<file path="src/rtl/txr_pkg.sv">
// ----------------------------------------------------------------------------
// txr_pkg: shared definitions for the transmit descriptor ring producer
// Widths, codes and the queue entry format used by front, queue and back.
// ----------------------------------------------------------------------------
package txr_pkg;

  localparam int IDX_W          = 12;
  localparam int LEN_W          = 16;
  localparam int HEAD_W         = 12;
  localparam int OP_W           = 2;
  localparam int STATUS_W       = 3;
  localparam int ADDR_W         = 64;
  localparam int CMD_W          = 64;
  localparam int CFG_LOG2_W     = 4;
  localparam int CFG_DATA_W     = 64;
  localparam int CFG_IDX_W      = 1;

  localparam int MAX_RING_LOG2  = 12;
  localparam int BUFFER_BYTES   = 2048;
  localparam int MIN_PACKET_LEN = 17;
  localparam int CMD_SHIFT      = 4;
  localparam int LEN_SHIFT      = 34;
  localparam int QUEUE_DEPTH    = 4;

  localparam logic [3:0]            CMD_FLAGS       = 4'h5;  // EOP | ICRC
  localparam logic [CFG_LOG2_W-1:0] RING_LOG2_RESET = 4'd9;

  // configuration register indexes
  localparam logic [CFG_IDX_W-1:0] CFG_RING_SIZE_LOG2 = 1'd0;
  localparam logic [CFG_IDX_W-1:0] CFG_BUFFER_BASE    = 1'd1;

  typedef enum logic [OP_W-1:0] {
    OP_SEND     = 2'd0,
    OP_HEAD     = 2'd1,
    OP_DOORBELL = 2'd2
  } op_t;

  typedef enum logic [STATUS_W-1:0] {
    ST_WRITTEN   = 3'd0,
    ST_UNDERSIZE = 3'd1,
    ST_OVERSIZE  = 3'd2,
    ST_FULL      = 3'd3,
    ST_DOORBELL  = 3'd4,
    ST_HEAD      = 3'd5
  } status_t;

  typedef enum logic [1:0] {
    LEN_OK    = 2'd0,
    LEN_SHORT = 2'd1,
    LEN_LONG  = 2'd2
  } len_class_t;

  typedef struct packed {
    op_t                kind;
    len_class_t         len_class;
    logic [LEN_W-1:0]   packet_length;
    logic [HEAD_W-1:0]  hardware_head;
  } entry_t;

endpackage

</file>
<file path="src/rtl/txr_in_if.sv">
// ----------------------------------------------------------------------------
// txr_in_if: request channel of the descriptor ring producer
// Valid/ready channel carrying one packet, head or doorbell request.
// ----------------------------------------------------------------------------
interface txr_in_if;
  logic                        valid;
  logic                        ready;
  logic [txr_pkg::OP_W-1:0]    op;
  logic [txr_pkg::LEN_W-1:0]   packet_length;
  logic [txr_pkg::HEAD_W-1:0]  hardware_head;

  modport source (output valid, output op, output packet_length,
                  output hardware_head, input ready);
  modport sink   (input valid, input op, input packet_length,
                  input hardware_head, output ready);
endinterface

</file>
<file path="src/rtl/txr_out_if.sv">
// ----------------------------------------------------------------------------
// txr_out_if: result channel of the descriptor ring producer
// Valid/ready channel carrying one status and descriptor words per request.
// ----------------------------------------------------------------------------
interface txr_out_if;
  logic                          valid;
  logic                          ready;
  logic [txr_pkg::STATUS_W-1:0]  status;
  logic [txr_pkg::IDX_W-1:0]     slot_index;
  logic [txr_pkg::ADDR_W-1:0]    buffer_address;
  logic [txr_pkg::CMD_W-1:0]     command_word;

  modport source (output valid, output status, output slot_index,
                  output buffer_address, output command_word, input ready);
  modport sink   (input valid, input status, input slot_index,
                  input buffer_address, input command_word, output ready);
endinterface

</file>
<file path="src/rtl/tx_descriptor_ring_producer.sv">
// ----------------------------------------------------------------------------
// tx_descriptor_ring_producer: producer side of one transmit descriptor ring
// Decode front, short queue and ring update back, plus configuration registers.
// ----------------------------------------------------------------------------
// Usage:
//   in_ch  : request transfers. op selects send (with packet_length), head
//            update (with hardware_head) or doorbell. The reserved op is taken
//            and produces no result.
//   out_ch : one result transfer per request: status, slot index and the two
//            descriptor words (zero where the status carries none).
//   cfg_*  : write-only registers (ring size log2, buffer base address);
//            write them only while no request is in flight.
// Throughput: one request per cycle sustained while out_ch.ready stays high;
//   a low out_ch.ready stalls the result register and then the queue. A
//   request passes through the decoupling queue and then the result
//   register, which drives out_ch.valid. The ring update loop (free-slot
//   check and tail increment) sets the rate.
// Reset (synchronous, rst_n low): tail and head go to 0, the queue empties,
//   ring size log2 returns to 9 and the base address to 0.
// Stalls: when out_ch.ready is low the result holds in its register; the queue
//   (four entries) keeps taking requests until it fills, then in_ch.ready drops.
// ----------------------------------------------------------------------------
module tx_descriptor_ring_producer #(
  parameter int BUFFER_BYTES = txr_pkg::BUFFER_BYTES
) (
  input  logic                             clk,
  input  logic                             rst_n,
  txr_in_if.sink                           in_ch,
  txr_out_if.source                        out_ch,
  input  logic                             cfg_we,
  input  logic [txr_pkg::CFG_IDX_W-1:0]    cfg_index,
  input  logic [txr_pkg::CFG_DATA_W-1:0]   cfg_wdata
);

  // configuration registers
  logic [txr_pkg::CFG_LOG2_W-1:0]  ring_size_log2_r, ring_size_log2_nxt;
  logic [txr_pkg::ADDR_W-1:0]      buffer_base_r, buffer_base_nxt;

  // front to queue
  logic             push_valid, push_ready;
  txr_pkg::entry_t  push_data;

  // queue to back
  logic             pop_valid, pop_ready;
  txr_pkg::entry_t  pop_data;

  always_comb begin
    ring_size_log2_nxt = ring_size_log2_r;
    buffer_base_nxt    = buffer_base_r;
    if (cfg_we) begin
      case (cfg_index)
        txr_pkg::CFG_RING_SIZE_LOG2:
          ring_size_log2_nxt = cfg_wdata[txr_pkg::CFG_LOG2_W-1:0];
        txr_pkg::CFG_BUFFER_BASE:
          buffer_base_nxt = cfg_wdata[txr_pkg::ADDR_W-1:0];
        default: ;
      endcase
    end
  end

  always_ff @(posedge clk) begin
    if (!rst_n) begin
      ring_size_log2_r <= txr_pkg::RING_LOG2_RESET;
      buffer_base_r    <= '0;
    end else begin
      ring_size_log2_r <= ring_size_log2_nxt;
      buffer_base_r    <= buffer_base_nxt;
    end
  end

  // decode: drop reserved ops, pre-classify length
  txr_front #(
    .BUFFER_BYTES (BUFFER_BYTES)
  ) u_front (
    .in_ch      (in_ch),
    .push_valid (push_valid),
    .push_ready (push_ready),
    .push_data  (push_data)
  );

  // decoupling queue so decode and ring update stall independently
  txr_queue u_queue (
    .clk        (clk),
    .rst_n      (rst_n),
    .push_valid (push_valid),
    .push_ready (push_ready),
    .push_data  (push_data),
    .pop_valid  (pop_valid),
    .pop_ready  (pop_ready),
    .pop_data   (pop_data)
  );

  // ring state, descriptor build and result register
  txr_back #(
    .BUFFER_BYTES (BUFFER_BYTES)
  ) u_back (
    .clk            (clk),
    .rst_n          (rst_n),
    .ring_size_log2 (ring_size_log2_r),
    .buffer_base    (buffer_base_r),
    .pop_valid      (pop_valid),
    .pop_ready      (pop_ready),
    .pop_data       (pop_data),
    .out_ch         (out_ch)
  );

endmodule

</file>
<file path="src/rtl/txr_front.sv">
// ----------------------------------------------------------------------------
// txr_front: request decode
// Takes requests, drops reserved ops, classifies packet length.
// ----------------------------------------------------------------------------
module txr_front #(
  parameter int BUFFER_BYTES = txr_pkg::BUFFER_BYTES
) (
  txr_in_if.sink          in_ch,
  output logic            push_valid,
  input  logic            push_ready,
  output txr_pkg::entry_t push_data
);

  logic known_op;

  always_comb begin
    known_op = in_ch.op inside {txr_pkg::OP_SEND, txr_pkg::OP_HEAD, txr_pkg::OP_DOORBELL};

    push_data.kind          = txr_pkg::op_t'(in_ch.op);
    push_data.packet_length = in_ch.packet_length;
    push_data.hardware_head = in_ch.hardware_head;
    if (in_ch.packet_length < txr_pkg::LEN_W'(txr_pkg::MIN_PACKET_LEN)) begin
      push_data.len_class = txr_pkg::LEN_SHORT;
    end else if (in_ch.packet_length > txr_pkg::LEN_W'(BUFFER_BYTES)) begin
      push_data.len_class = txr_pkg::LEN_LONG;
    end else begin
      push_data.len_class = txr_pkg::LEN_OK;
    end
  end

  // reserved op is taken and discarded here
  assign push_valid  = in_ch.valid && known_op;
  assign in_ch.ready = push_ready;

endmodule

</file>
<file path="src/rtl/txr_queue.sv">
// ----------------------------------------------------------------------------
// txr_queue: decoupling queue
// Small register FIFO between request decode and ring update.
// ----------------------------------------------------------------------------
module txr_queue (
  input  logic            clk,
  input  logic            rst_n,
  input  logic            push_valid,
  output logic            push_ready,
  input  txr_pkg::entry_t push_data,
  output logic            pop_valid,
  input  logic            pop_ready,
  output txr_pkg::entry_t pop_data
);

  localparam int DEPTH = txr_pkg::QUEUE_DEPTH;
  localparam int PTR_W = $clog2(DEPTH);
  localparam int CNT_W = $clog2(DEPTH + 1);

  txr_pkg::entry_t   entries_r [DEPTH];
  logic [PTR_W-1:0]  wr_ptr_r, wr_ptr_nxt;
  logic [PTR_W-1:0]  rd_ptr_r, rd_ptr_nxt;
  logic [CNT_W-1:0]  count_r, count_nxt;
  logic              push, pop;

  assign push_ready = (count_r != CNT_W'(DEPTH));
  assign pop_valid  = (count_r != '0);
  assign pop_data   = entries_r[rd_ptr_r];
  assign push       = push_valid && push_ready;
  assign pop        = pop_valid && pop_ready;

  always_comb begin
    wr_ptr_nxt = push ? wr_ptr_r + PTR_W'(1) : wr_ptr_r;
    rd_ptr_nxt = pop  ? rd_ptr_r + PTR_W'(1) : rd_ptr_r;
    count_nxt  = count_r + CNT_W'(push) - CNT_W'(pop);
  end

  always_ff @(posedge clk) begin
    if (!rst_n) begin
      wr_ptr_r <= '0;
      rd_ptr_r <= '0;
      count_r  <= '0;
    end else begin
      wr_ptr_r <= wr_ptr_nxt;
      rd_ptr_r <= rd_ptr_nxt;
      count_r  <= count_nxt;
    end
  end

  always_ff @(posedge clk) begin
    if (push) begin
      entries_r[wr_ptr_r] <= push_data;
    end
  end

`ifndef NO_ASSERTIONS
  a_count_bound: assert property (@(posedge clk) disable iff (!rst_n)
    count_r <= CNT_W'(DEPTH))
    else $error("queue count above depth");

  a_count_track: assert property (@(posedge clk) disable iff (!rst_n)
    $past(rst_n) |-> count_r == $past(count_r) + CNT_W'($past(push)) - CNT_W'($past(pop)))
    else $error("queue count lost track of transfers");

  a_empty_ptrs: assert property (@(posedge clk) disable iff (!rst_n)
    (count_r == '0) |-> (rd_ptr_r == wr_ptr_r))
    else $error("empty queue with pointers apart");
`endif

endmodule

</file>
<file path="src/rtl/txr_back.sv">
// ----------------------------------------------------------------------------
// txr_back: ring update and result register
// Holds tail/head, checks free slots, builds descriptors, drives results.
// ----------------------------------------------------------------------------
module txr_back #(
  parameter int BUFFER_BYTES = txr_pkg::BUFFER_BYTES
) (
  input  logic                              clk,
  input  logic                              rst_n,
  input  logic [txr_pkg::CFG_LOG2_W-1:0]    ring_size_log2,
  input  logic [txr_pkg::ADDR_W-1:0]        buffer_base,
  input  logic                              pop_valid,
  output logic                              pop_ready,
  input  txr_pkg::entry_t                   pop_data,
  txr_out_if.source                         out_ch
);

  localparam int IDX_W  = txr_pkg::IDX_W;
  localparam int PROD_W = IDX_W + $clog2(BUFFER_BYTES + 1);

  logic [IDX_W-1:0]                 tail_r, tail_nxt;
  logic [IDX_W-1:0]                 head_r, head_nxt;
  logic                             out_valid_r, out_valid_nxt;
  logic [txr_pkg::STATUS_W-1:0]     status_r, status_nxt;
  logic [IDX_W-1:0]                 slot_r, slot_nxt;
  logic [txr_pkg::ADDR_W-1:0]       addr_r, addr_nxt;
  logic [txr_pkg::CMD_W-1:0]        cmd_r, cmd_nxt;

  logic [txr_pkg::CFG_LOG2_W-1:0]   lg;
  logic [IDX_W-1:0]                 mask;
  logic [IDX_W-1:0]                 tail, head, free_slots;
  logic [PROD_W-1:0]                offset;
  txr_pkg::status_t                 st;
  logic                             pop;

  // clamp ring size and mask indices to it
  always_comb begin
    if (ring_size_log2 == '0) begin
      lg = txr_pkg::CFG_LOG2_W'(1);
    end else if (ring_size_log2 > txr_pkg::CFG_LOG2_W'(txr_pkg::MAX_RING_LOG2)) begin
      lg = txr_pkg::CFG_LOG2_W'(txr_pkg::MAX_RING_LOG2);
    end else begin
      lg = ring_size_log2;
    end
    mask       = IDX_W'(((IDX_W+1)'(1) << lg) - (IDX_W+1)'(1));
    tail       = tail_r & mask;
    head       = head_r & mask;
    free_slots = (mask - tail + head) & mask;
    offset     = PROD_W'(tail) * PROD_W'(BUFFER_BYTES);
  end

  assign pop_ready = !out_valid_r || out_ch.ready;
  assign pop       = pop_valid && pop_ready;

  always_comb begin
    case (pop_data.kind)
      txr_pkg::OP_SEND: begin
        if (free_slots == '0) begin
          st = txr_pkg::ST_FULL;
        end else if (pop_data.len_class == txr_pkg::LEN_SHORT) begin
          st = txr_pkg::ST_UNDERSIZE;
        end else if (pop_data.len_class == txr_pkg::LEN_LONG) begin
          st = txr_pkg::ST_OVERSIZE;
        end else begin
          st = txr_pkg::ST_WRITTEN;
        end
      end
      txr_pkg::OP_HEAD:     st = txr_pkg::ST_HEAD;
      txr_pkg::OP_DOORBELL: st = txr_pkg::ST_DOORBELL;
      default:              st = txr_pkg::ST_HEAD;
    endcase
  end

  always_comb begin
    tail_nxt      = tail_r;
    head_nxt      = head_r;
    out_valid_nxt = out_valid_r && !out_ch.ready;
    status_nxt    = status_r;
    slot_nxt      = slot_r;
    addr_nxt      = addr_r;
    cmd_nxt       = cmd_r;
    if (pop) begin
      out_valid_nxt = 1'b1;
      status_nxt    = st;
      slot_nxt      = '0;
      addr_nxt      = '0;
      cmd_nxt       = '0;
      case (st)
        txr_pkg::ST_WRITTEN: begin
          slot_nxt = tail;
          addr_nxt = buffer_base + txr_pkg::ADDR_W'(offset);
          cmd_nxt  = (txr_pkg::CMD_W'(txr_pkg::CMD_FLAGS) << txr_pkg::CMD_SHIFT) |
                     (txr_pkg::CMD_W'(pop_data.packet_length) << txr_pkg::LEN_SHIFT);
          tail_nxt = (tail + IDX_W'(1)) & mask;
        end
        txr_pkg::ST_DOORBELL: slot_nxt = tail;
        txr_pkg::ST_HEAD:     head_nxt = pop_data.hardware_head;
        default: ;
      endcase
    end
  end

  always_ff @(posedge clk) begin
    if (!rst_n) begin
      tail_r      <= '0;
      head_r      <= '0;
      out_valid_r <= 1'b0;
    end else begin
      tail_r      <= tail_nxt;
      head_r      <= head_nxt;
      out_valid_r <= out_valid_nxt;
    end
  end

  always_ff @(posedge clk) begin
    status_r <= status_nxt;
    slot_r   <= slot_nxt;
    addr_r   <= addr_nxt;
    cmd_r    <= cmd_nxt;
  end

  assign out_ch.valid          = out_valid_r;
  assign out_ch.status         = status_r;
  assign out_ch.slot_index     = slot_r;
  assign out_ch.buffer_address = addr_r;
  assign out_ch.command_word   = cmd_r;

`ifndef NO_ASSERTIONS
  a_tail_advance: assert property (@(posedge clk) disable iff (!rst_n)
    (pop && st == txr_pkg::ST_WRITTEN) |=>
      tail_r == (($past(tail) + IDX_W'(1)) & $past(mask)))
    else $error("tail did not advance after descriptor write");

  a_full_holds: assert property (@(posedge clk) disable iff (!rst_n)
    (pop && st == txr_pkg::ST_FULL) |=> $stable(tail_r) && $stable(head_r))
    else $error("ring state moved on refused transfer");

  a_len_range: assert property (@(posedge clk) disable iff (!rst_n)
    (out_valid_r && status_r == txr_pkg::ST_WRITTEN) |->
      (cmd_r[txr_pkg::LEN_SHIFT +: txr_pkg::LEN_W] >=
         txr_pkg::LEN_W'(txr_pkg::MIN_PACKET_LEN)) &&
      (cmd_r[txr_pkg::LEN_SHIFT +: txr_pkg::LEN_W] <= txr_pkg::LEN_W'(BUFFER_BYTES)))
    else $error("descriptor written with out of range length");
`endif

endmodule

</file>
<file path="src/flat_wrapper.sv">
// flat-port wrapper written by rule: the top's interface ports become plain ports
module tx_descriptor_ring_producer_flat 
#(
  parameter int BUFFER_BYTES = txr_pkg::BUFFER_BYTES
)
  (clk, rst_n, cfg_we, cfg_index, cfg_wdata, in_ch_valid, in_ch_op, in_ch_packet_length, in_ch_hardware_head, in_ch_ready, out_ch_valid, out_ch_status, out_ch_slot_index, out_ch_buffer_address, out_ch_command_word, out_ch_ready);
  txr_in_if in_ch_i ();
  txr_out_if out_ch_i ();
  input  logic clk;
  input  logic rst_n;
  input  logic cfg_we;
  input  logic [txr_pkg::CFG_IDX_W-1:0] cfg_index;
  input  logic [txr_pkg::CFG_DATA_W-1:0] cfg_wdata;
  input wire logic [$bits(in_ch_i.valid)-1:0] in_ch_valid;
  input wire logic [$bits(in_ch_i.op)-1:0] in_ch_op;
  input wire logic [$bits(in_ch_i.packet_length)-1:0] in_ch_packet_length;
  input wire logic [$bits(in_ch_i.hardware_head)-1:0] in_ch_hardware_head;
  output wire logic [$bits(in_ch_i.ready)-1:0] in_ch_ready;
  output wire logic [$bits(out_ch_i.valid)-1:0] out_ch_valid;
  output wire logic [$bits(out_ch_i.status)-1:0] out_ch_status;
  output wire logic [$bits(out_ch_i.slot_index)-1:0] out_ch_slot_index;
  output wire logic [$bits(out_ch_i.buffer_address)-1:0] out_ch_buffer_address;
  output wire logic [$bits(out_ch_i.command_word)-1:0] out_ch_command_word;
  input wire logic [$bits(out_ch_i.ready)-1:0] out_ch_ready;
  assign in_ch_i.valid = in_ch_valid;
  assign in_ch_i.op = in_ch_op;
  assign in_ch_i.packet_length = in_ch_packet_length;
  assign in_ch_i.hardware_head = in_ch_hardware_head;
  assign in_ch_ready = in_ch_i.ready;
  assign out_ch_valid = out_ch_i.valid;
  assign out_ch_status = out_ch_i.status;
  assign out_ch_slot_index = out_ch_i.slot_index;
  assign out_ch_buffer_address = out_ch_i.buffer_address;
  assign out_ch_command_word = out_ch_i.command_word;
  assign out_ch_i.ready = out_ch_ready;
  tx_descriptor_ring_producer #(.BUFFER_BYTES(BUFFER_BYTES)) u_core (.clk(clk), .rst_n(rst_n), .in_ch(in_ch_i), .out_ch(out_ch_i), .cfg_we(cfg_we), .cfg_index(cfg_index), .cfg_wdata(cfg_wdata));
endmodule
</file>
<file path="config.mk">
export PLATFORM = sky130hd
export DESIGN_NAME = tx_descriptor_ring_producer_flat
export DESIGN_NICKNAME = d
export VERILOG_FILES = /design/src/rtl/txr_pkg.sv /design/src/rtl/txr_in_if.sv /design/src/rtl/txr_out_if.sv /design/src/rtl/tx_descriptor_ring_producer.sv /design/src/rtl/txr_front.sv /design/src/rtl/txr_queue.sv /design/src/rtl/txr_back.sv /design/src/flat_wrapper.sv
export SDC_FILE = /design/constraint.sdc
export NUM_CORES = 1
export LEC_CHECK = 0
export ABC_AREA = 1
export BUFFER_PORTS_ARGS = -buffer_cell sky130_fd_sc_hd__buf_2
export CORE_MARGIN = 2
export CORE_UTILIZATION = 35
export CTS_BUF_LIST = sky130_fd_sc_hd__clkbuf_4 sky130_fd_sc_hd__clkbuf_8 sky130_fd_sc_hd__clkbuf_16
export CTS_CLUSTER_DIAMETER = 40
export DETAILED_ROUTE_END_ITERATION = 10
export GPL_TIMING_DRIVEN = 0
export PLACE_DENSITY = 0.54
export SLEW_MARGIN = 20
export SYNTH_ARGS = -nofsm -noshare
export SYNTH_HDL_FRONTEND = slang
export SYNTH_SLANG_ARGS = --single-unit
</file>
<file path="constraint.sdc">
create_clock -name clk -period 11.9 [get_ports clk]
set_clock_uncertainty 0.2 [all_clocks]
set_input_delay 2.38 -clock clk [delete_from_list [all_inputs] [get_ports clk]]
set_output_delay 2.38 -clock clk [all_outputs]
set_load 0.01 [all_outputs]
</file>
==> insert_results.sql, run 1 <==
INSERT INTO impl_metrics (metric_group, metric, value, unit) VALUES
('outcome', 'status', 'finished clean', ''),
('worst_setup_path', 'worst_ep_required_time', '11.99', 'ns'),
('sta', 'timing.final.crit_period', '5.11', 'ns'),
('pwr', 'pleak', '7.86', 'nW'),
('clocking', 'cts-resized-gates', '0', ''),
('clocking', 'clockBufferDepth', '3', ''),
('floorplan', 'floorplan.initialDensity', '35.4', '%'),
('cells_and_area', 'drive_above_1_share', '18.9', '%'),
('routing', 'via_count', '12100', ''),
('synth', 'synthesis.area_per_instance', '9.30', 'µm²'),
('routing', 'dr.first_iter.drc_count', '835', ''),
('synth', 'synthMostInstantiatedCell', 'sky130_fd_sc_hd__nand2_1', ''),
('worst_setup_path', 'start_kind', 'flip-flop', ''),
('clocking', 'post_cts.repair.setup_buffers', '0', ''),
('global_routing', 'grt_overflow_total', '0', ''),
('synth', 'main_area_contributors_after_synthesis', 'sky130_fd_sc_hd__edfxtp_1 (44%), sky130_fd_sc_hd__dfxtp_1 (13%), sky130_fd_sc_hd__nand2_1 (6.2%), sky130_fd_sc_hd__nor2_1 (6.0%), sky130_fd_sc_hd__inv_1 (4.5%)', ''),
('worst_setup_path', 'critPathSlowestCell', 'sky130_fd_sc_hd__clkbuf_1', ''),
('pwr', 'power_report.internal_total', '0.00295', 'W'),
('worst_setup_path', 'arrival', '5.19', 'ns'),
('routing', 'wl_per_cell', '16.8', 'µm'),
('global_routing', 'globalRouteTotalUtil', '19.1', '%'),
('synth', 'synth_top_flop_cell', 'sky130_fd_sc_hd__edfxtp_1', ''),
('global_routing', 'grt_start_max_net_pins', '24', ''),
('job', 'max_cap_viol_count', '0', ''),
('floorplan', 'die-width', '213', 'µm'),
('clocking', 'worstSkewPairLatency', '0.59', 'ns'),
('sta', 'finalHoldViolCount', '0', ''),
('pwr', 'ir_worst_vdd', '0.125', 'mV'),
('global_routing', 'grt_first_pass_wirelength', '66200', 'µm'),
('pwr', 'power.density_cell_area', '235', 'nW/µm²'),
('synth', 'postSynthCellCount', '1641', ''),
('cells_and_area', 'stdcell_area', '19300', 'µm²'),
('worst_setup_path', 'timing.critical_path.fanout_max', '10', ''),
('cells_and_area', 'finalNetCount', '2096', ''),
('clocking', 'cts_made_buffers', '52', ''),
('synth', 'synth.lib_cells_used.distinct', '45', ''),
('floorplan', 'area_of_the_die', '45300', 'µm²'),
('hold_path', 'hold_path_class', 'flip-flop to flip-flop', ''),
('worst_setup_path', 'timing.critical_path.mode_cell', 'sky130_fd_sc_hd__nand2_1', ''),
('pwr', 'finalPower', '0.00453', 'W'),
('synth', 'netlist.area_leader.share', '44.1', '%'),
('worst_setup_path', 'criticalPathCategory', 'flip-flop to flip-flop', ''),
('placed_design', 'placement.cell_area', '17400', 'µm²'),
('synth', 'synth-edff-count', '224', ''),
('synth', 'number_of_warnings_reported_in_the_yosys_synthesis_log', '0', ''),
('sta', 'timing.max_slew.rel_slack', '46.9', '%'),
('placed_design', 'buffer_ports.inserted', '197', ''),
('worst_setup_path', 'critical_path.endpoint_type', 'flip-flop', ''),
('routing', 'firstDrtPassIters', '7', ''),
('routing', 'antenna_left', '0', ''),
('floorplan', 'fp-row-count', '76', ''),
('pwr', 'seqPwrFrac', '35.5', '%'),
('global_routing', 'number_of_global_route_vias_before_repair', '11800', ''),
('placed_design', 'dpl.hpwl', '32300', 'µm'),
('sta', 'fmaxAchievable', '0.196', 'GHz'),
('routing', 'route.detailed.vias_per_inst', '4.72', ''),
('synth', 'top_cells_by_count_synth', 'sky130_fd_sc_hd__nand2_1 (252), sky130_fd_sc_hd__nor2_1 (242), sky130_fd_sc_hd__edfxtp_1 (224)', ''),
('cells_and_area', 'final_util', '44.7', '%'),
('sta', 'post-route-period-util', '42.9', '%'),
('clocking', 'clkSinkCount', '326', ''),
('worst_setup_path', 'crit_buf_inv', '6', ''),
('global_routing', 'antenna_found_initial', '3', ''),
('sta', 'unrepaired_setup_endpoints_after_global_routing', 'false', ''),
('worst_setup_path', 'worst_path_dominant_cell_family', 'simple AND/OR/NAND/NOR gates', ''),
('pwr', 'switching_power', '0.00158', 'W'),
('cells_and_area', 'syn2layout_area_growth', '26.3', '%'),
('routing', 'drcViolationCount', '0', ''),
('placed_design', 'placement.setup.worst_slack', '6.77', 'ns'),
('pwr', 'pwr-share-clk', '34.6', '%'),
('synth', 'mappedNetlistArea', '15300', 'µm²'),
('routing', 'wirelength', '43100', 'µm');
## per-stage QoR
stage / hold slack, ns / setup TNS, ns
2_1_floorplan: 0.230 / 0
3_3_place_gp: 0.241 / -47.62
3_5_place_dp: 0.248 / 0
4_1_cts: 0.256 / 0
5_1_grt: 0.266 / 0
6_report: 0.254 / 0
## placed cells by master (no fill, tap or decap), types with 3 or more instances in the layout
master	instances
sky130_fd_sc_hd__nor3_1	39
sky130_fd_sc_hd__nand3_1	46
sky130_fd_sc_hd__dfxtp_1	102
sky130_fd_sc_hd__nor2_1	238
sky130_fd_sc_hd__clkinvlp_4	3
sky130_fd_sc_hd__o22ai_1	6
sky130_fd_sc_hd__buf_4	48
sky130_fd_sc_hd__o21ai_0	135
sky130_fd_sc_hd__clkinv_1	7
sky130_fd_sc_hd__inv_2	3
sky130_fd_sc_hd__a21oi_1	135
sky130_fd_sc_hd__buf_16	7
sky130_fd_sc_hd__buf_2	200
sky130_fd_sc_hd__a31oi_1	8
sky130_fd_sc_hd__nor3b_1	8
sky130_fd_sc_hd__o21ai_1	5
sky130_fd_sc_hd__conb_1	47
sky130_fd_sc_hd__or2_2	5
sky130_fd_sc_hd__nor2_4	6
sky130_fd_sc_hd__nand2_1	252
sky130_fd_sc_hd__xor2_1	18
sky130_fd_sc_hd__clkbuf_16	54
sky130_fd_sc_hd__xnor2_1	7
sky130_fd_sc_hd__clkbuf_1	48
sky130_fd_sc_hd__ha_1	46
sky130_fd_sc_hd__nor4_1	12
sky130_fd_sc_hd__a221oi_1	16
sky130_fd_sc_hd__fa_1	3
sky130_fd_sc_hd__inv_6	7
sky130_fd_sc_hd__nand4_1	13
sky130_fd_sc_hd__inv_1	184
sky130_fd_sc_hd__clkinv_4	8
sky130_fd_sc_hd__bufinv_16	5
sky130_fd_sc_hd__inv_8	10
sky130_fd_sc_hd__edfxtp_1	224
## layout make-up
class | instances | area [µm²]
well taps | 585 | 732
repair buffers | 207 | 1230
diodes | 1 | 2.50
inverters | 190 | 713
clock buffers | 56 | 1370
fillers | 4161 | 23800
multi-input cells | 1068 | 5420
plain buffers | 102 | 574
clock inverters | 40 | 462
flip-flops and latches | 326 | 8770
## registers in the layout (all words and copies together), names as in the netlist, named ones only
register / count
u_core.u_queue.entries_r: 128
u_core.buffer_base_r: 64
u_core.u_back.out_ch.buffer_address: 64
u_core.u_back.out_ch.command_word: 17
u_core.u_back.head_r: 12
u_core.u_back.out_ch.slot_index: 12
u_core.u_back.tail_r: 12
u_core.ring_size_log2_r: 4
u_core.u_back.out_ch.status: 3
u_core.u_queue.count_r: 3
u_core.u_queue.rd_ptr_r: 2
u_core.u_queue.wr_ptr_r: 2
u_core.u_back.out_ch.valid: 1
## path summary, 6_finish.rpt
| kind | start | end | slack [ns] | cells after the start |
|---|---|---|---|---|
| worst max register to register | u_core.ring_size_log2_r[3] | u_core.u_back.out_ch.buffer_address[57] | 6.79 | 26 |
| worst max-delay path | u_core.ring_size_log2_r[3] | u_core.u_back.out_ch.buffer_address[57] | 6.79 | 26 |
| worst min register to register | u_core.buffer_base_r[9] | u_core.buffer_base_r[9] | 0.25 | 2 |
| worst min-delay path | u_core.buffer_base_r[9] | u_core.buffer_base_r[9] | 0.25 | 2 |
## power groups by stage
stage          Combinational (W)  Sequential (W)  Clock, W
2_1_floorplan           0.000707         0.00174         0
6_report                 0.00135         0.00161   0.00157
5_1_grt                  0.00152         0.00164   0.00165
3_5_place_dp             0.00136         0.00163         0
4_1_cts                  0.00137         0.00161   0.00160
3_3_place_gp             0.00126         0.00169         0
## tightest hold or removal path: stages (launching register included)
cell and delay (ns):
sky130_fd_sc_hd__dfxtp_1 0.30, sky130_fd_sc_hd__inv_1 0.06, sky130_fd_sc_hd__a21oi_1 0.06
## per-layer routing
layer  up-vias  part of all wire [%]  track usage (%)
met5         -                 0.081                0
met4         6                   2.0             5.09
met3        63                   5.9             3.99
met2       354                    47             31.8
met1      5645                    45             25.4
li1       6080                     -                -
## cells by family after synthesis
group	Yosys count	synth area share [%]
compound gates	317	11.1
xor+xnor	25	1.43
fa+ha+maj	49	4.16
buf+inv	292	8.44
flops	326	57.4
other cells	2	0.0492
simple gates	630	17.3
No activity file was read; power rests on OpenSTA's default activity.
==> inputs of run 2 (changes only) <==
==> constraint.sdc (replaced) <==
create_clock -name clk -period 4.9 [get_ports clk]
set_clock_uncertainty 0.2 [all_clocks]
set_input_delay 0.98 -clock clk [delete_from_list [all_inputs] [get_ports clk]]
set_output_delay 0.98 -clock clk [all_outputs]
set_load 0.01 [all_outputs]
==> run 2 against run 1 <==
Global-route usage about the same. Clock power up 150%. Count of clock-buffer cells in the layout shrank 2. Highest routed layer unchanged. Utilization up 0.42 points.
==> insert_results.sql, run 2 (synthesis gave the netlist of run 1 again) <==
INSERT INTO impl_metrics (metric_group, metric, value, unit) VALUES
('global_routing', 'grt_overflow_total', '0', ''),
('cells_and_area', 'finalNetCount', '2102', ''),
('pwr', 'switching_part_of_the_total_power', '35.1', '%'),
('worst_setup_path', 'worst_r2r_startpoint', 'u_core.ring_size_log2_r[3]', ''),
('routing', 'antenna_left', '0', ''),
('placed_design', 'buffer_ports.inserted', '197', ''),
('sta', 'finalHoldViolCount', '0', ''),
('floorplan', 'io_pins', '245', ''),
('clocking', 'clkSinkCount', '326', ''),
('sta', 'max_slew.worst_pin.slew', '0.689', 'ns'),
('pwr', 'power.density_cell_area', '576', 'nW/µm²'),
('worst_setup_path', 'criticalPathCategory', 'flip-flop to flip-flop', ''),
('cells_and_area', 'largest_reg_flops', '128', ''),
('pwr', 'finalPower', '0.0112', 'W'),
('sta', 'totalNegativeSetupSlack', '0', 'ns'),
('floorplan', 'die-width', '213', 'µm'),
('routing', 'wirelength', '43600', 'µm'),
('cells_and_area', 'final_util', '45.2', '%'),
('placed_design', 'placement.setup.worst_slack', '-0.266', 'ns'),
('sta', 'finalWorstSetupSlack', '0.376', 'ns'),
('sta', 'timing.final.crit_period', '4.52', 'ns'),
('pwr', 'ir_worst_vdd', '0.338', 'mV'),
('floorplan', 'fp-row-count', '76', ''),
('clocking', 'worstSkewPairLatency', '0.59', 'ns'),
('global_routing', 'grt_first_pass_wirelength', '66000', 'µm'),
('pwr', 'seqPwrFrac', '34.9', '%'),
('worst_setup_path', 'start_kind', 'flip-flop', ''),
('cells_and_area', 'layout_common_cells', 'sky130_fd_sc_hd__nand2_1 (252), sky130_fd_sc_hd__nor2_1 (233), sky130_fd_sc_hd__edfxtp_1 (224)', ''),
('clocking', 'clock-root-buffer', 'sky130_fd_sc_hd__clkbuf_16', ''),
('worst_setup_path', 'critical_path.endpoint_type', 'flip-flop', ''),
('routing', 'via_count', '12300', ''),
('global_routing', 'grt_start_max_net_pins', '23', ''),
('floorplan', 'floorplan.initialDensity', '35.4', '%'),
('clocking', 'cts_made_buffers', '52', ''),
('pwr', 'comb_power_share', '30.2', '%'),
('cells_and_area', 'antennaDiodeCount', '0', ''),
('placed_design', 'gp_congestion', '0.889', ''),
('pwr', 'pleak', '7.93', 'nW'),
('sta', 'maxSlewViolCount', '0', ''),
('floorplan', 'area_of_the_die', '45300', 'µm²'),
('sta', 'post-route-period-util', '92.3', '%'),
('worst_setup_path', 'arrival', '4.65', 'ns'),
('cells_and_area', 'regMostFlops', 'u_core.u_queue.entries_r', ''),
('pwr', 'switching_power', '0.00393', 'W'),
('clocking', 'clockBufferDepth', '3', ''),
('routing', 'dr.first_iter.drc_count', '776', ''),
('cells_and_area', 'drive_above_1_share', '20.1', '%'),
('global_routing', 'number_of_global_route_vias_before_repair', '11900', ''),
('floorplan', 'core_region_area', '43100', 'µm²'),
('routing', 'wl_per_cell', '16.9', 'µm'),
('clocking', 'worst_setup_hold_path_clk_slew', '0.06', 'ns'),
('routing', 'route.detailed.vias_per_inst', '4.75', ''),
('sta', 'fmaxAchievable', '0.221', 'GHz'),
('placed_design', 'dpl.hpwl', '32400', 'µm'),
('floorplan', 'die-height', '213', 'µm'),
('hold_path', 'hold_path_class', 'flip-flop to flip-flop', ''),
('sta', 'timing.max_slew.rel_slack', '54.1', '%'),
('pwr', 'power_report.internal_total', '0.00728', 'W'),
('sta', 'worst_hold_slack', '0.255', 'ns'),
('hold_path', 'start_point_of_the_worst_hold_path', 'u_core.buffer_base_r[10]', ''),
('sta', 'setup_violations', '0', ''),
('routing', 'drcViolationCount', '0', ''),
('sta', 'unrepaired_setup_endpoints_after_global_routing', 'false', ''),
('outcome', 'status', 'finished clean', ''),
('global_routing', 'globalRouteTotalUtil', '19.1', '%'),
('clocking', 'cts.htree.levels', '2', ''),
('routing', 'firstDrtPassIters', '5', ''),
('pwr', 'pwr-share-clk', '34.8', '%'),
('worst_setup_path', 'setup.worst_path.start', 'u_core.ring_size_log2_r[3]', ''),
('job', 'max_cap_viol_count', '0', ''),
('clocking', 'tritoncts', 'done', ''),
('cells_and_area', 'layout.cells.most_common', 'sky130_fd_sc_hd__nand2_1', ''),
('worst_setup_path', 'worst_ep_required_time', '5.03', 'ns'),
('worst_setup_path', 'timing.critical_path.fanout_max', '10', ''),
('cells_and_area', 'syn2layout_area_growth', '27.5', '%'),
('global_routing', 'antenna_found_initial', '3', '');
run 2: cell types whose count changed in the layout (fill, tap and decap cells not counted), moves of 5 or more:
cell	change
sky130_fd_sc_hd__inv_8	-5
sky130_fd_sc_hd__nor2_1	-5
sky130_fd_sc_hd__clkinv_4	-5
sky130_fd_sc_hd__buf_4	+6
sky130_fd_sc_hd__a221oi_2	+5
sky130_fd_sc_hd__clkbuf_1	-5
sky130_fd_sc_hd__a221oi_1	-5
sky130_fd_sc_hd__inv_6	+7
run 2: timing repair:
| action | CTS | global route |
|---|---|---|
| pin swaps | 0 | 2 |
| hold buffers | 0 | 0 |
| cloned | 0 | 1 |
| setup buffers | 0 | 5 |
| setup endpoints to repair | 42 | 88 |
| resized for setup | 3 | 35 |
run 2: power by group through the flow:
| stage | Clock, W | Combinational (W) | Sequential [W] |
|---|---|---|---|
| floorplan | 0 | 0.00172 | 0.00416 |
| global placement | 0 | 0.00306 | 0.00402 |
| detailed placement | 0 | 0.00330 | 0.00397 |
| CTS | 0.00397 | 0.00332 | 0.00392 |
| global route | 0.00411 | 0.00378 | 0.00397 |
| finish | 0.00390 | 0.00339 | 0.00391 |
run 2: cell type report:
cell class	count	area [µm²]
Fill cell	4194	23600
Sequential cell	326	8770
Multi-Input combinational cell	1069	5510
Clock buffer	54	1340
Timing Repair Buffer	212	1260
Tap cell	585	732
Inverter	190	713
Buffer	102	596
Clock inverter	44	542
run 2: worst paths after layout:
path / end / slack, ns / cells after the start
setup reg to reg: u_core.u_back.out_ch.slot_index[10] / 0.38 / 26
hold reg to reg: u_core.buffer_base_r[10] / 0.25 / 2
setup / recovery: u_core.u_back.out_ch.slot_index[10] / 0.38 / 26
hold / removal: u_core.buffer_base_r[10] / 0.25 / 2
run 2: routing by layer:
metal	track usage, %	vias up	part of all wire (%)
met3	4.15	77	6.4
li1	-	6093	-
met4	5.18	6	2.3
met1	25.1	5754	45
met2	31.8	339	46
met5	0	-	0.11
run 2: critical path, cell delays in order (launching register included):
cell and delay (ns):
sky130_fd_sc_hd__dfxtp_1 0.32, sky130_fd_sc_hd__buf_4 0.19, sky130_fd_sc_hd__nor2_4 0.17, sky130_fd_sc_hd__nand2_1 0.09
sky130_fd_sc_hd__ha_1 0.26, sky130_fd_sc_hd__inv_1 0.09, sky130_fd_sc_hd__o21ai_1 0.09, sky130_fd_sc_hd__nand2_1 0.14
sky130_fd_sc_hd__inv_1 0.07, sky130_fd_sc_hd__nand2_1 0.07, sky130_fd_sc_hd__inv_1 0.04, sky130_fd_sc_hd__ha_1 0.28
sky130_fd_sc_hd__ha_2 0.38, sky130_fd_sc_hd__nand2_1 0.07, sky130_fd_sc_hd__nand2_1 0.08, sky130_fd_sc_hd__inv_1 0.05
sky130_fd_sc_hd__nand2_1 0.11, sky130_fd_sc_hd__nand2_1 0.07, sky130_fd_sc_hd__nand3_1 0.07, sky130_fd_sc_hd__nand3_1 0.13
sky130_fd_sc_hd__nor3_4 0.35, sky130_fd_sc_hd__a21boi_2 0.09, sky130_fd_sc_hd__buf_4 0.17, sky130_fd_sc_hd__nor2_1 0.13
sky130_fd_sc_hd__or2_2 0.17, sky130_fd_sc_hd__buf_2 0.25, sky130_fd_sc_hd__nor2_1 0.13
run 2: stage by stage:
step	area (µm²)	cells
after floorplan	15400	1686
after global placement	17200	2468
after detailed placement	17400	2478
after CTS	19300	2576
after global routing	19500	2582
final	19500	2582
==> inputs of run 3 (changes only) <==
--- a/config.mk
+++ b/config.mk
@@ -8,12 +8,12 @@
 export ABC_AREA = 1
 export BUFFER_PORTS_ARGS = -buffer_cell sky130_fd_sc_hd__buf_2
 export CORE_MARGIN = 2
-export CORE_UTILIZATION = 35
+export CORE_UTILIZATION = 52
 export CTS_BUF_LIST = sky130_fd_sc_hd__clkbuf_4 sky130_fd_sc_hd__clkbuf_8 sky130_fd_sc_hd__clkbuf_16
 export CTS_CLUSTER_DIAMETER = 40
 export DETAILED_ROUTE_END_ITERATION = 10
 export GPL_TIMING_DRIVEN = 0
-export PLACE_DENSITY = 0.54
+export PLACE_DENSITY = 0.74
 export SLEW_MARGIN = 20
 export SYNTH_ARGS = -nofsm -noshare
 export SYNTH_HDL_FRONTEND = slang
==> run 3 against run 2 <==
Via count is 0.14% lower. Total power is 9.7% lower. Sequential share of layout area is 2.2 points higher. Design area is 4.6% lower. Largest cell class unchanged.
==> insert_results.sql, run 3 (synthesis gave the netlist of run 1 again) <==
INSERT INTO impl_metrics (metric_group, metric, value, unit) VALUES
('hold_path', 'hold_path_class', 'flip-flop to flip-flop', ''),
('floorplan', 'die-height', '175', 'µm'),
('sta', 'finalWorstSetupSlack', '0.245', 'ns'),
('worst_setup_path', 'criticalPathCategory', 'flip-flop to flip-flop', ''),
('worst_setup_path', 'worst_ep_required_time', '4.99', 'ns'),
('worst_setup_path', 'r2r_slack', '0.25', 'ns'),
('clocking', 'worst_setup_hold_path_clk_slew', '0.06', 'ns'),
('global_routing', 'number_of_global_route_vias_before_repair', '11500', ''),
('routing', 'dr.first_iter.drc_count', '1089', ''),
('worst_setup_path', 'arrival', '4.74', 'ns'),
('clocking', 'clock-root-buffer', 'sky130_fd_sc_hd__clkbuf_16', ''),
('cells_and_area', 'layout.cells.most_common', 'sky130_fd_sc_hd__nand2_1', ''),
('clocking', 'tritoncts', 'done', ''),
('sta', 'finalHoldViolCount', '0', ''),
('worst_setup_path', 'r2r-end', 'u_core.u_back.out_ch.command_word[37]', ''),
('placed_design', 'dpl.hpwl', '29000', 'µm'),
('worst_setup_path', 'start_kind', 'flip-flop', ''),
('global_routing', 'globalRouteTotalUtil', '25.0', '%'),
('global_routing', 'grt_overflow_total', '0', ''),
('routing', 'wl_per_cell', '16.6', 'µm'),
('clocking', 'cts_made_buffers', '42', ''),
('clocking', 'post_cts_hold_buffer_count', '0', ''),
('placed_design', 'buffer_ports.inserted', '197', ''),
('global_routing', 'antenna_found_initial', '1', ''),
('cells_and_area', 'finalNetCount', '2085', ''),
('floorplan', 'area_of_the_die', '30700', 'µm²'),
('clocking', 'worstSkewPairLatency', '0.54', 'ns'),
('worst_setup_path', 'critical_path.endpoint_type', 'flip-flop', ''),
('clocking', 'cts.htree.levels', '2', ''),
('sta', 'setup_violations', '0', ''),
('clocking', 'clkSinkCount', '326', ''),
('worst_setup_path', 'setup.worst_path.start', 'u_core.ring_size_log2_r[3]', ''),
('sta', 'timing.max_slew.rel_slack', '57.4', '%'),
('sta', 'post-route-period-util', '95.0', '%'),
('floorplan', 'io_pins', '245', ''),
('floorplan', 'floorplan.initialDensity', '53.0', '%'),
('cells_and_area', 'largest_reg_flops', '128', ''),
('sta', 'max_slew.worst_pin.slew', '0.639', 'ns'),
('routing', 'route.detailed.vias_per_inst', '5.20', ''),
('sta', 'fmaxAchievable', '0.215', 'GHz'),
('sta', 'maxSlewViolCount', '0', ''),
('clocking', 'clockBufferDepth', '3', ''),
('routing', 'antenna_left', '0', ''),
('sta', 'unrepaired_setup_endpoints_after_global_routing', 'false', ''),
('placed_design', 'gp_congestion', '0.900', ''),
('pwr', 'ir_worst_vdd', '0.418', 'mV'),
('worst_setup_path', 'endpoint', 'u_core.u_back.out_ch.command_word[37]', ''),
('pwr', 'seqPwrFrac', '38.6', '%'),
('worst_setup_path', 'timing.critical_path.fanout_max', '10', ''),
('placed_design', 'placement.setup.worst_slack', '-0.0647', 'ns'),
('cells_and_area', 'drive_above_1_share', '18.5', '%'),
('pwr', 'finalPower', '0.0101', 'W'),
('routing', 'drcViolationCount', '0', ''),
('routing', 'via_count', '12300', ''),
('cells_and_area', 'regMostFlops', 'u_core.u_queue.entries_r', ''),
('job', 'max_cap_viol_count', '0', ''),
('pwr', 'pwr-share-clk', '29.6', '%'),
('pwr', 'switching_power', '0.00357', 'W'),
('floorplan', 'die-width', '175', 'µm'),
('cells_and_area', 'final_util', '64.5', '%'),
('floorplan', 'core_region_area', '28800', 'µm²'),
('floorplan', 'fp-row-count', '62', ''),
('global_routing', 'grt_start_max_net_pins', '26', ''),
('outcome', 'status', 'finished clean', ''),
('pwr', 'switching_part_of_the_total_power', '35.3', '%'),
('cells_and_area', 'layout_common_cells', 'sky130_fd_sc_hd__nand2_1 (252), sky130_fd_sc_hd__nor2_1 (237), sky130_fd_sc_hd__edfxtp_1 (224)', ''),
('pwr', 'comb_power_share', '31.8', '%'),
('routing', 'firstDrtPassIters', '5', ''),
('sta', 'totalNegativeSetupSlack', '0', 'ns'),
('pwr', 'power.density_cell_area', '545', 'nW/µm²'),
('worst_setup_path', 'worst_r2r_startpoint', 'u_core.ring_size_log2_r[3]', ''),
('routing', 'wirelength', '39200', 'µm'),
('global_routing', 'grt_first_pass_wirelength', '60100', 'µm'),
('pwr', 'power_report.internal_total', '0.00654', 'W'),
('sta', 'timing.final.crit_period', '4.65', 'ns'),
('worst_setup_path', 'worst_r2r_path_depth', '24', ''),
('cells_and_area', 'syn2layout_area_growth', '21.6', '%'),
('pwr', 'pleak', '7.64', 'nW');
-- run 3: changes by cell type in the layout (fill, tap and decap cells not counted), moves of 5 or more --
cell	before	now
sky130_fd_sc_hd__a221oi_1	11	16
sky130_fd_sc_hd__bufinv_16	7	1
sky130_fd_sc_hd__clkbuf_16	53	43
sky130_fd_sc_hd__inv_6	14	7
sky130_fd_sc_hd__buf_4	54	48
sky130_fd_sc_hd__a221oi_2	5	0
sky130_fd_sc_hd__clkbuf_4	2	9
-- run 3: layout make-up --
class / count / area (µm²)
Fill cell: 2390 / 10200
Sequential cell: 326 / 8770
Multi-Input combinational cell: 1068 / 5430
Timing Repair Buffer: 206 / 1190
Clock buffer: 50 / 1130
Inverter: 190 / 713
Buffer: 102 / 584
Tap cell: 384 / 480
Clock inverter: 28 / 258
Antenna cell: 1 / 2.50
-- run 3: routing by layer --
metal	part of all wire (%)	up-vias	wire length, µm	global-route usage [%]
met5	0.028	-	11	0
met4	2.7	2	1060	7.95
met3	7.1	68	2790	3.77
met2	47	469	18500	41.7
met1	43	5676	16900	33.7
li1	-	6037	-	-
-- run 3: through the flow --
step / cells / hold WS (ns) / instance area, µm²
floorplan: 1686 / 0.230 / 15400
global placement: 2267 / 0.240 / 16900
detailed placement: 2276 / 0.245 / 17100
CTS: 2354 / 0.254 / 18500
global route: 2354 / 0.264 / 18600
finish: 2355 / 0.254 / 18600
-- run 3: worst min-delay path by stage --
stage,from,to,slack [ns],depth (start not counted)
after detailed placement,u_core.buffer_base_r[9],u_core.buffer_base_r[9],0.25,2
after global routing,u_core.buffer_base_r[9],u_core.buffer_base_r[9],0.26,2
after CTS,u_core.buffer_base_r[9],u_core.buffer_base_r[9],0.25,2
after floorplan,u_core.u_back.head_r[3],u_core.u_back.head_r[3],0.23,2
final,u_core.buffer_base_r[9],u_core.buffer_base_r[9],0.25,2
after global placement,u_core.buffer_base_r[1],u_core.buffer_base_r[1],0.24,2
-- run 3: repair_timing --
action	in CTS	in global routing
resized for setup	2	10
endpoints found under the setup margin	8	42
setup buffers	0	0
-- run 3: power groups by stage --
stage	sequential (W)	clock (W)	combinational, W
finish	0.00391	0.00299	0.00322
global route	0.00396	0.00314	0.00356
CTS	0.00391	0.00302	0.00322
detailed placement	0.00396	0	0.00319
global placement	0.00399	0	0.00295
floorplan	0.00416	0	0.00172
-- run 3: worst max-delay path, cell delays in order (launching register included) --
cell and delay [ns]:
sky130_fd_sc_hd__dfxtp_1 0.32, sky130_fd_sc_hd__buf_4 0.19, sky130_fd_sc_hd__nor2_4 0.18, sky130_fd_sc_hd__nand2_1 0.08, sky130_fd_sc_hd__ha_1 0.25, sky130_fd_sc_hd__nand3_1 0.12
sky130_fd_sc_hd__inv_1 0.04, sky130_fd_sc_hd__nand2_1 0.05, sky130_fd_sc_hd__nand2_1 0.13, sky130_fd_sc_hd__nand2_1 0.12, sky130_fd_sc_hd__inv_1 0.05, sky130_fd_sc_hd__ha_1 0.27
sky130_fd_sc_hd__ha_1 0.37, sky130_fd_sc_hd__nand2_1 0.10, sky130_fd_sc_hd__nand2_1 0.09, sky130_fd_sc_hd__a21oi_1 0.19, sky130_fd_sc_hd__nand3_1 0.10, sky130_fd_sc_hd__nand2_1 0.06
sky130_fd_sc_hd__nand3_1 0.06, sky130_fd_sc_hd__nand2_1 0.08, sky130_fd_sc_hd__nor2_1 0.08, sky130_fd_sc_hd__a21oi_2 0.21, sky130_fd_sc_hd__nand4_4 0.30, sky130_fd_sc_hd__clkbuf_2 0.34
sky130_fd_sc_hd__a221oi_1 0.44
